`src/hdl/ilist_pkg.sv`:
```
// Shared definitions for the indexed doubly linked list block.
// Holds operation codes, field widths and the controller/datapath handshake structs.
// No dependencies.
package ilist_pkg;

  localparam int SLOT_W = 6;
  localparam int OP_W   = 2;

  localparam logic [OP_W-1:0] OP_APPEND = 2'd0;
  localparam logic [OP_W-1:0] OP_UNLINK = 2'd1;
  localparam logic [OP_W-1:0] OP_QUERY  = 2'd2;

  // Commands from the controller to the datapath.
  typedef struct packed {
    logic accept;     // capture the incoming word, launch link reads
    logic work;       // perform the operation on the read links
    logic tail_clear; // second append step: null the new tail's next link
    logic load_live;  // load the result word from this cycle's values
    logic hold_store; // park the follower fields while the output is busy
    logic load_hold;  // load the result word from the parked fields
  } cmd_t;

  // Status from the datapath to the controller.
  typedef struct packed {
    logic two_step;   // append onto a non-empty list needs a second write
    logic out_free;   // output register can take a word this cycle
  } status_t;

endpackage

```
`src/hdl/ilist_ram.sv`:
```
// Generic single-write, single-read RAM with registered read data.
// No dependencies.
module ilist_ram #(
  parameter int WIDTH = 8,
  parameter int DEPTH = 64
) (
  input  logic                     clk,
  input  logic                     we,
  input  logic [$clog2(DEPTH)-1:0] waddr,
  input  logic [WIDTH-1:0]         wdata,
  input  logic [$clog2(DEPTH)-1:0] raddr,
  output logic [WIDTH-1:0]         rdata
);

  logic [WIDTH-1:0] mem [DEPTH];

  always_ff @(posedge clk) begin
    if (we) begin
      mem[waddr] <= wdata;
    end
    rdata <= mem[raddr];
  end

endmodule

```
`src/hdl/ilist_ctrl.sv`:
```
// Controller for the indexed doubly linked list: sequences accept, work,
// optional second append write and result delivery. Depends on ilist_pkg.
module ilist_ctrl
  import ilist_pkg::*;
(
  input  logic    clk,
  input  logic    rst,
  input  logic    in_valid,
  output logic    in_stall,
  input  status_t status,
  output cmd_t    cmd
);

  localparam logic [1:0] ST_IDLE = 2'd0;
  localparam logic [1:0] ST_WORK = 2'd1;
  localparam logic [1:0] ST_TAIL = 2'd2;
  localparam logic [1:0] ST_HOLD = 2'd3;

  logic [1:0] state;
  logic [1:0] state_next;

  always_comb begin
    cmd        = '0;
    state_next = state;
    in_stall   = (state != ST_IDLE);
    unique case (state)
      ST_IDLE: begin
        if (in_valid) begin
          cmd.accept = 1'b1;
          state_next = ST_WORK;
        end
      end
      ST_WORK: begin
        cmd.work = 1'b1;
        if (status.two_step) begin
          state_next = ST_TAIL;
        end else if (status.out_free) begin
          cmd.load_live = 1'b1;
          state_next    = ST_IDLE;
        end else begin
          cmd.hold_store = 1'b1;
          state_next     = ST_HOLD;
        end
      end
      ST_TAIL: begin
        cmd.tail_clear = 1'b1;
        if (status.out_free) begin
          cmd.load_live = 1'b1;
          state_next    = ST_IDLE;
        end else begin
          cmd.hold_store = 1'b1;
          state_next     = ST_HOLD;
        end
      end
      ST_HOLD: begin
        if (status.out_free) begin
          cmd.load_hold = 1'b1;
          state_next    = ST_IDLE;
        end
      end
      default: state_next = ST_IDLE;
    endcase
  end

  always_ff @(posedge clk) begin
    if (rst) begin
      state <= ST_IDLE;
    end else begin
      state <= state_next;
    end
  end

endmodule

```
`src/hdl/ilist_dp.sv`:
```
// Datapath for the indexed doubly linked list: head/tail registers, link RAMs,
// item capture and the output register. Depends on ilist_pkg and ilist_ram.
module ilist_dp
  import ilist_pkg::*;
#(
  parameter int SLOT_COUNT = 64
) (
  input  logic              clk,
  input  logic              rst,
  input  cmd_t              cmd,
  output status_t           status,
  input  logic [OP_W-1:0]   op,
  input  logic [SLOT_W-1:0] slot,
  output logic              out_valid,
  input  logic              out_stall,
  output logic [SLOT_W-1:0] following_slot,
  output logic              following_present,
  output logic [SLOT_W-1:0] head_slot,
  output logic [SLOT_W-1:0] tail_slot,
  output logic              list_empty
);

  localparam int IW = $clog2(SLOT_COUNT);
  localparam int LW = IW + 1;  // link entry: valid bit on top of the index

  // Captured item
  logic [OP_W-1:0] op_q;
  logic [IW-1:0]   slot_q;
  logic            range_q;

  // List ends
  logic [IW-1:0] head;
  logic [IW-1:0] tail;
  logic          empty;
  logic [IW-1:0] head_next;
  logic [IW-1:0] tail_next;
  logic          empty_next;

  // Link RAM ports
  logic          prev_we;
  logic [IW-1:0] prev_waddr;
  logic [LW-1:0] prev_wdata;
  logic [LW-1:0] prev_rdata;
  logic          next_we;
  logic [IW-1:0] next_waddr;
  logic [LW-1:0] next_wdata;
  logic [LW-1:0] next_rdata;
  logic [IW-1:0] rd_addr;

  // Follower fields
  logic              fol_present;
  logic [SLOT_W-1:0] fol_slot;
  logic              hold_present;
  logic [SLOT_W-1:0] hold_slot;

  logic          pv;
  logic [IW-1:0] p;
  logic          nv;
  logic [IW-1:0] n;
  logic          is_head;
  logic          is_tail;

  assign rd_addr = IW'(slot);

  ilist_ram #(.WIDTH(LW), .DEPTH(SLOT_COUNT)) u_prev_ram (
    .clk   (clk),
    .we    (prev_we),
    .waddr (prev_waddr),
    .wdata (prev_wdata),
    .raddr (rd_addr),
    .rdata (prev_rdata)
  );

  ilist_ram #(.WIDTH(LW), .DEPTH(SLOT_COUNT)) u_next_ram (
    .clk   (clk),
    .we    (next_we),
    .waddr (next_waddr),
    .wdata (next_wdata),
    .raddr (rd_addr),
    .rdata (next_rdata)
  );

  assign pv = prev_rdata[LW-1];
  assign p  = prev_rdata[IW-1:0];
  assign nv = next_rdata[LW-1];
  assign n  = next_rdata[IW-1:0];

  assign is_head = !empty && (head == slot_q);
  assign is_tail = !empty && (tail == slot_q);

  always_comb begin
    head_next   = head;
    tail_next   = tail;
    empty_next  = empty;
    prev_we     = 1'b0;
    prev_waddr  = slot_q;
    prev_wdata  = '0;
    next_we     = 1'b0;
    next_waddr  = slot_q;
    next_wdata  = '0;
    fol_present = 1'b0;
    fol_slot    = '0;
    if (cmd.work && range_q) begin
      unique case (op_q)
        OP_APPEND: begin
          if (empty) begin
            prev_we    = 1'b1;
            next_we    = 1'b1;
            head_next  = slot_q;
            tail_next  = slot_q;
            empty_next = 1'b0;
          end else begin
            next_we    = 1'b1;
            next_waddr = tail;
            next_wdata = {1'b1, slot_q};
            prev_we    = 1'b1;
            prev_wdata = {1'b1, tail};
            tail_next  = slot_q;
          end
        end
        OP_UNLINK: begin
          if (is_head && is_tail) begin
            empty_next = 1'b1;
          end else if (is_head) begin
            if (!nv) begin
              empty_next = 1'b1;
            end else begin
              head_next  = n;
              prev_we    = 1'b1;
              prev_waddr = n;
            end
          end else if (is_tail) begin
            if (!pv) begin
              empty_next = 1'b1;
            end else begin
              tail_next  = p;
              next_we    = 1'b1;
              next_waddr = p;
            end
          end else begin
            next_we    = pv;
            next_waddr = p;
            next_wdata = {nv, n};
            prev_we    = nv;
            prev_waddr = n;
            prev_wdata = {pv, p};
          end
        end
        OP_QUERY: begin
          fol_present = nv;
          fol_slot    = nv ? SLOT_W'(n) : '0;
        end
        default: ;
      endcase
    end
    // second append step: the new tail ends the chain
    if (cmd.tail_clear) begin
      next_we = 1'b1;
    end
  end

  assign status.two_step = (op_q == OP_APPEND) && range_q && !empty;
  assign status.out_free = !out_valid || !out_stall;

  always_ff @(posedge clk) begin
    if (rst) begin
      empty <= 1'b1;
    end else begin
      empty <= empty_next;
    end
    head <= head_next;
    tail <= tail_next;
    if (cmd.accept) begin
      op_q    <= op;
      slot_q  <= IW'(slot);
      range_q <= (32'(slot) < SLOT_COUNT);
    end
    if (cmd.hold_store) begin
      hold_present <= fol_present;
      hold_slot    <= fol_slot;
    end
  end

  // Output register
  always_ff @(posedge clk) begin
    if (rst) begin
      out_valid <= 1'b0;
    end else if (cmd.load_live || cmd.load_hold) begin
      out_valid <= 1'b1;
    end else if (!out_stall) begin
      out_valid <= 1'b0;
    end
    if (cmd.load_live) begin
      following_slot    <= fol_slot;
      following_present <= fol_present;
      head_slot         <= empty_next ? '0 : SLOT_W'(head_next);
      tail_slot         <= empty_next ? '0 : SLOT_W'(tail_next);
      list_empty        <= empty_next;
    end else if (cmd.load_hold) begin
      following_slot    <= hold_slot;
      following_present <= hold_present;
      head_slot         <= empty ? '0 : SLOT_W'(head);
      tail_slot         <= empty ? '0 : SLOT_W'(tail);
      list_empty        <= empty;
    end
  end

endmodule

```
`src/hdl/indexed_doubly_linked_list.sv`:
```
// Top level of the indexed doubly linked list block.
// Depends on ilist_pkg, ilist_ctrl, ilist_dp (and ilist_ram through ilist_dp).
//
// Usage:
//   Input channel (in_valid / in_stall) carries one word per operation:
//   op = append slot at tail, unlink slot, or query the slot that follows.
//   Output channel (out_valid / out_stall) returns exactly one word per
//   input word: the follower (query only), head, tail and the empty flag,
//   all as they stand after the operation.
//   The result word is loaded into the output register in the work step,
//   or in the second append write for an append onto a non-empty list.
//   The block takes no new word while the previous one is still being
//   worked: the link RAMs have a registered read (read when the word is
//   taken, update in the work step), and the next-link RAM has a single
//   write port, which an append onto a non-empty list must hit twice.
//   A new input word is taken while the previous result still waits in
//   the output register; if the receiver keeps stalling, the finished
//   result is parked and the block holds in_stall high until it leaves.
//   Reset empties the list and drops any pending result. Link RAM contents
//   are not cleared; every link is written before the list reaches it.
module indexed_doubly_linked_list
  import ilist_pkg::*;
#(
  parameter int SLOT_COUNT = 64
) (
  input  logic              clk,
  input  logic              rst,
  input  logic              in_valid,
  output logic              in_stall,
  input  logic [OP_W-1:0]   op,
  input  logic [SLOT_W-1:0] slot,
  output logic              out_valid,
  input  logic              out_stall,
  output logic [SLOT_W-1:0] following_slot,
  output logic              following_present,
  output logic [SLOT_W-1:0] head_slot,
  output logic [SLOT_W-1:0] tail_slot,
  output logic              list_empty
);

  cmd_t    cmd;
  status_t status;

  // Sequencer: accept, work, optional tail write, deliver or park.
  ilist_ctrl u_ctrl (
    .clk      (clk),
    .rst      (rst),
    .in_valid (in_valid),
    .in_stall (in_stall),
    .status   (status),
    .cmd      (cmd)
  );

  // Link storage, list ends and the output register.
  ilist_dp #(.SLOT_COUNT(SLOT_COUNT)) u_dp (
    .clk               (clk),
    .rst               (rst),
    .cmd               (cmd),
    .status            (status),
    .op                (op),
    .slot              (slot),
    .out_valid         (out_valid),
    .out_stall         (out_stall),
    .following_slot    (following_slot),
    .following_present (following_present),
    .head_slot         (head_slot),
    .tail_slot         (tail_slot),
    .list_empty        (list_empty)
  );

endmodule
```
`config.mk`:
```
export PLATFORM = sky130hd
export DESIGN_NAME = indexed_doubly_linked_list
export DESIGN_NICKNAME = d
export VERILOG_FILES = /design/src/hdl/ilist_pkg.sv /design/src/hdl/ilist_ram.sv /design/src/hdl/ilist_ctrl.sv /design/src/hdl/ilist_dp.sv /design/src/hdl/indexed_doubly_linked_list.sv
export SDC_FILE = /design/constraint.sdc
export NUM_CORES = 1
export LEC_CHECK = 0
export ABC_AREA = 0
export BUFFER_PORTS_ARGS = -buffer_cell sky130_fd_sc_hd__buf_2
export CORE_AREA = 2 2 267 269
export CTS_CLUSTER_SIZE = 28
export DETAILED_ROUTE_END_ITERATION = 8
export DIE_AREA = 0 0 269 271
export GPL_TIMING_DRIVEN = 0
export PLACE_DENSITY = 0.7
export SKIP_LAST_GASP = 1
export SLEW_MARGIN = 20
export SYNTH_ARGS = -nofsm -noshare
export SYNTH_HDL_FRONTEND = slang
export SYNTH_SLANG_ARGS = --single-unit
```
`constraint.sdc`:
```
create_clock -name clk -period 4.73 [get_ports clk]
set_input_delay 0.473 -clock clk [delete_from_list [all_inputs] [get_ports clk]]
set_output_delay 0.473 -clock clk [all_outputs]
set_load 0.005 [all_outputs]
```
==> out/metrics.yaml <==
final_layout:
  design_area_sq_um: 43900
  drive_above_1_share: 0.332
  area_growth_syn_to_layout_pct: 14.8
  final_net_count: 1995
die:
  ioPinCount: 34
  floorplan_die_width_um: 269
  die_area_sq_um: 72900
  floorplan.rows: 97
  core_region_area_sq_um: 69800
  die-height_um: 271
  floorplan.initialDensity: 0.548
synth:
  synth_enable_flop_cells: 931
  synth-simple-area-share: 0.0358
  yosys.area.top_type: "edfxtp_1"
  syn-num-nets: 1809
  multiplexer_share_of_the_synthesized_area: 0.179
  synth.top_cell.area_share: 0.731
  async_flop_share: 0
  synth_commonest_cells: "931 x edfxtp_1, 294 x mux4_2, 80 x nor2_1"
  synth_compound_area_frac: 0.0209
  synth_top_family_by_area: "multiplexers"
  yosys_most_used_dff: "edfxtp_1"
  post_synth_fa_ha_maj_area_fraction: 0.00163
  synth-xor-area-share: 0.00275
  synth_area_sq_um: 38300
  synth.most_common_cell: "edfxtp_1"
  synth-seq-cells: 961
  synth.yosys.seq_area_share: 0.746
  yosysUniqueCellTypes: 63
  synth_area_leaders: "edfxtp_1 73%, mux4_2 17%, dfxtp_1 1.6%, nor2_1 0.78%, nor3_1 0.72%"
  syn_area_per_cell_sq_um: 21.4
  yosys_warnings: 0
  syn-instance-count: 1792
worst_setup_path:
  path_cells: "inv_1 -> ha_1 -> nand2b_1 -> clkbuf_1 -> clkbuf_1 -> nor2_1 -> a31oi_1 -> nand3b_1 -> nor3_1"
  critical_path.slowest_cell: "nor3_1"
  reg2reg_setup_slack_ns: 0.24
  critical_path_sink_type: "flop"
  worst_path_class_setup: "reg2reg"
  kind_of_start_point_of_the_critical_path: "flop"
  arrival_ns: 4.75
  critical_path.max_fanout: 10
  reg2reg_to: "u_dp.u_next_ram.mem[27][4]"
  dominant_cell_type_by_count_on_the_critical_path: "clkbuf_1"
  slowest_cell_delay_on_critical_path_ns: 1.07
  reg2reg_from: "u_ctrl.state[1]"
  timing.critical_path.required_ns: 4.99
  r2r_cells: 9
power_and_ir_drop:
  pwr_density_cell_nw_per_um2: 412
  highest_ir_drop_seen_on_vdd_uv: 321
  static-leakage-power_nw: 13.7
  design_power_total_w: 0.0181
route:
  route.detailed.drc: 0
  antenna_violating_nets_post_route: 0
  vias: 19813
  wl_per_cell_um: 32.3
  drt-initial-drc-count: 2758
  via_density_per_instance: 6.60
  detailed_routing_iteration_count_for_the_pre_antenna_repair_pass: 6
  post_detailed_routing_wire_length_mm: 97.1
worst_hold_path:
  holdCritPathClass: "in2reg"
  whs_endpoint: "u_dp.slot_q[4]"
  hp-start: "slot[4]"
  min_delay_path_depth: 1
timing:
  timing.final.crit_period_ns: 4.49
  final_hold_viols: 0
  slew_margin_rel: 0.168
  rsz_0062_raised_after_global_routing: "false"
  maxSlewViolCount: 0
  total_of_endpoints_with_negative_setup_slack_in_the_final_report: 0
  timing.setup.tns_ns: 0
  achievable-frequency_mhz: 223
  layout_setup_ws_ns: 0.244
  fin_worst_skew_ns: 0.0299
  min_period_over_period: 0.948
  tightestPinTransition_ns: 1.25
clock_tree:
  cts_made_buffers: 92
  tritoncts_num_sinks: 961
  cts.root.buffer_cell: "clkbuf_16"
  cts_htree_levels: 3
  clkLatencyLatePin_ns: 0.66
  cts_resized: 0
  worst_setup_hold_path_clk_slew_ns: 0.06
  tritoncts: "built"
  clock_tree.buffer_depth: 3
global_route:
  grt_max_degree: 65
  grt_overflow_total: 0
  grt_first_pass_wirelength_mm: 139
  initial_antenna_violation_count: 5
  vias_in_the_first_global_route: 19720
  grt_util_all_layers: 0.273
place:
  final_weighted_congestion_in_routability_driven_placement: 0.934
  placed_cell_area_sq_um: 40700
  buffer_ports.inserted: 33
  post-place-ws_ns: 0.214
  dp_hpwl_mm: 67.3
status:
  outcome: "finished, final reports clean"
run:
  maxCapViolCount: 0
-- repair_timing --
action,4_1_cts,5_1_grt
hold endpoints to repair,2,0
setup buffers,0,0
hold buffers,2,0
-- worst max path at each step --
stage               startpoint                    endpoint  cells after the start
2_1_floorplan   u_dp.slot_q[5]   u_dp.u_prev_ram.mem[0][1]                      9
3_3_place_gp    u_dp.slot_q[1]  u_dp.u_prev_ram.mem[46][2]                      8
3_5_place_dp    u_dp.slot_q[4]  u_dp.u_prev_ram.mem[54][4]                      8
4_1_cts         u_dp.slot_q[4]  u_dp.u_prev_ram.mem[38][4]                      8
5_1_grt        u_ctrl.state[1]  u_dp.u_next_ram.mem[27][1]                      9
6_report       u_ctrl.state[1]  u_dp.u_next_ram.mem[27][4]                      9
-- worst max-delay path, delay by kind of cell, from the launching register on --
kind	cells	cell delay (ns)
AND/OR/NAND/NOR	4	2.04
flip-flops	1	0.39
buffers and inverters	3	0.84
adder cells (fa/ha/maj)	1	0.31
AO/OA/AOI/OAI	1	0.50
-- per-layer routing --
| layer | part of all wire | global-route usage | vias to the layer above |
|---|---|---|---|
| met2 | 0.47 | 0.418 | 1145 |
| met4 | 0.043 | 0.115 | 4 |
| li1 | - | - | 8006 |
| met5 | 0.00034 | 0 | - |
| met3 | 0.10 | 0.0590 | 191 |
| met1 | 0.38 | 0.386 | 10467 |
-- report_power, final --
group / switching (W) / internal, W
clock: 0.00313 / 0.00431
combinational: 0.000754 / 0.000451
sequential: 0.000107 / 0.00936
total: 0.00399 / 0.0141
-- kinds of logic (layout without fill, tap and decap cells) --
group | Yosys count | after routing
mux | 314 | 314
xor+xnor | 12 | 12
simple gates | 265 | 265
buf+inv | 126 | 392
compound gates | 109 | 109
other cells | 0 | 6
flops | 961 | 961
fa+ha+maj | 5 | 5
-- state kept, by name, summed over array words and instances (netlist names), 7 cells and up --
register and count:
u_dp.u_next_ram.mem 448, u_dp.u_prev_ram.mem 448, u_dp.u_next_ram.rdata 7, u_dp.u_prev_ram.rdata 7
-- cell type report --
cell class | count | area [sq um]
clock inverter | 40 | 398
clock buffer | 134 | 2690
sequential | 961 | 28600
timing repair buffer | 92 | 847
fill | 4579 | 25900
tap | 940 | 1180
buffer | 108 | 484
multi-input combinational | 705 | 9690
inverter | 18 | 67.6
antenna | 6 | 15.0
-- layout by cell type, fill, tap and decap left out, types with 7 or more instances in the layout --
master	netlist	layout
mux2i_1	11	11
a22oi_1	13	13
clkbuf_16	0	101
edfxtp_1	931	931
o21ai_0	15	15
buf_1	13	9
nor4_2	0	38
nor2_4	0	7
nor3_1	55	20
nor2_1	80	72
a22o_1	15	13
buf_16	0	7
buf_12	0	10
buf_2	36	93
inv_1	17	17
nor3_2	4	39
a21oi_1	18	18
clkinv_1	1	11
buf_4	4	15
nand2_1	27	27
nand2b_1	8	8
dfxtp_1	30	30
mux2_2	9	9
clkinv_2	0	12
nand4_1	8	8
o211ai_1	7	7
clkbuf_2	2	8
clkbuf_1	52	78
o22ai_1	8	8
mux4_2	294	294
and2_1	10	10
-- per-stage QoR --
step	cells	hold slack (ns)	utilization
after global routing	2998	0.0460	0.629
after global placement	2765	0.495	0.568
after detailed placement	2821	0.513	0.583
final	3004	0.0506	0.629
after floorplan	1792	0.459	-
after CTS	2997	0.0292	0.628
Note: power is estimated with default switching activity, not from simulation.
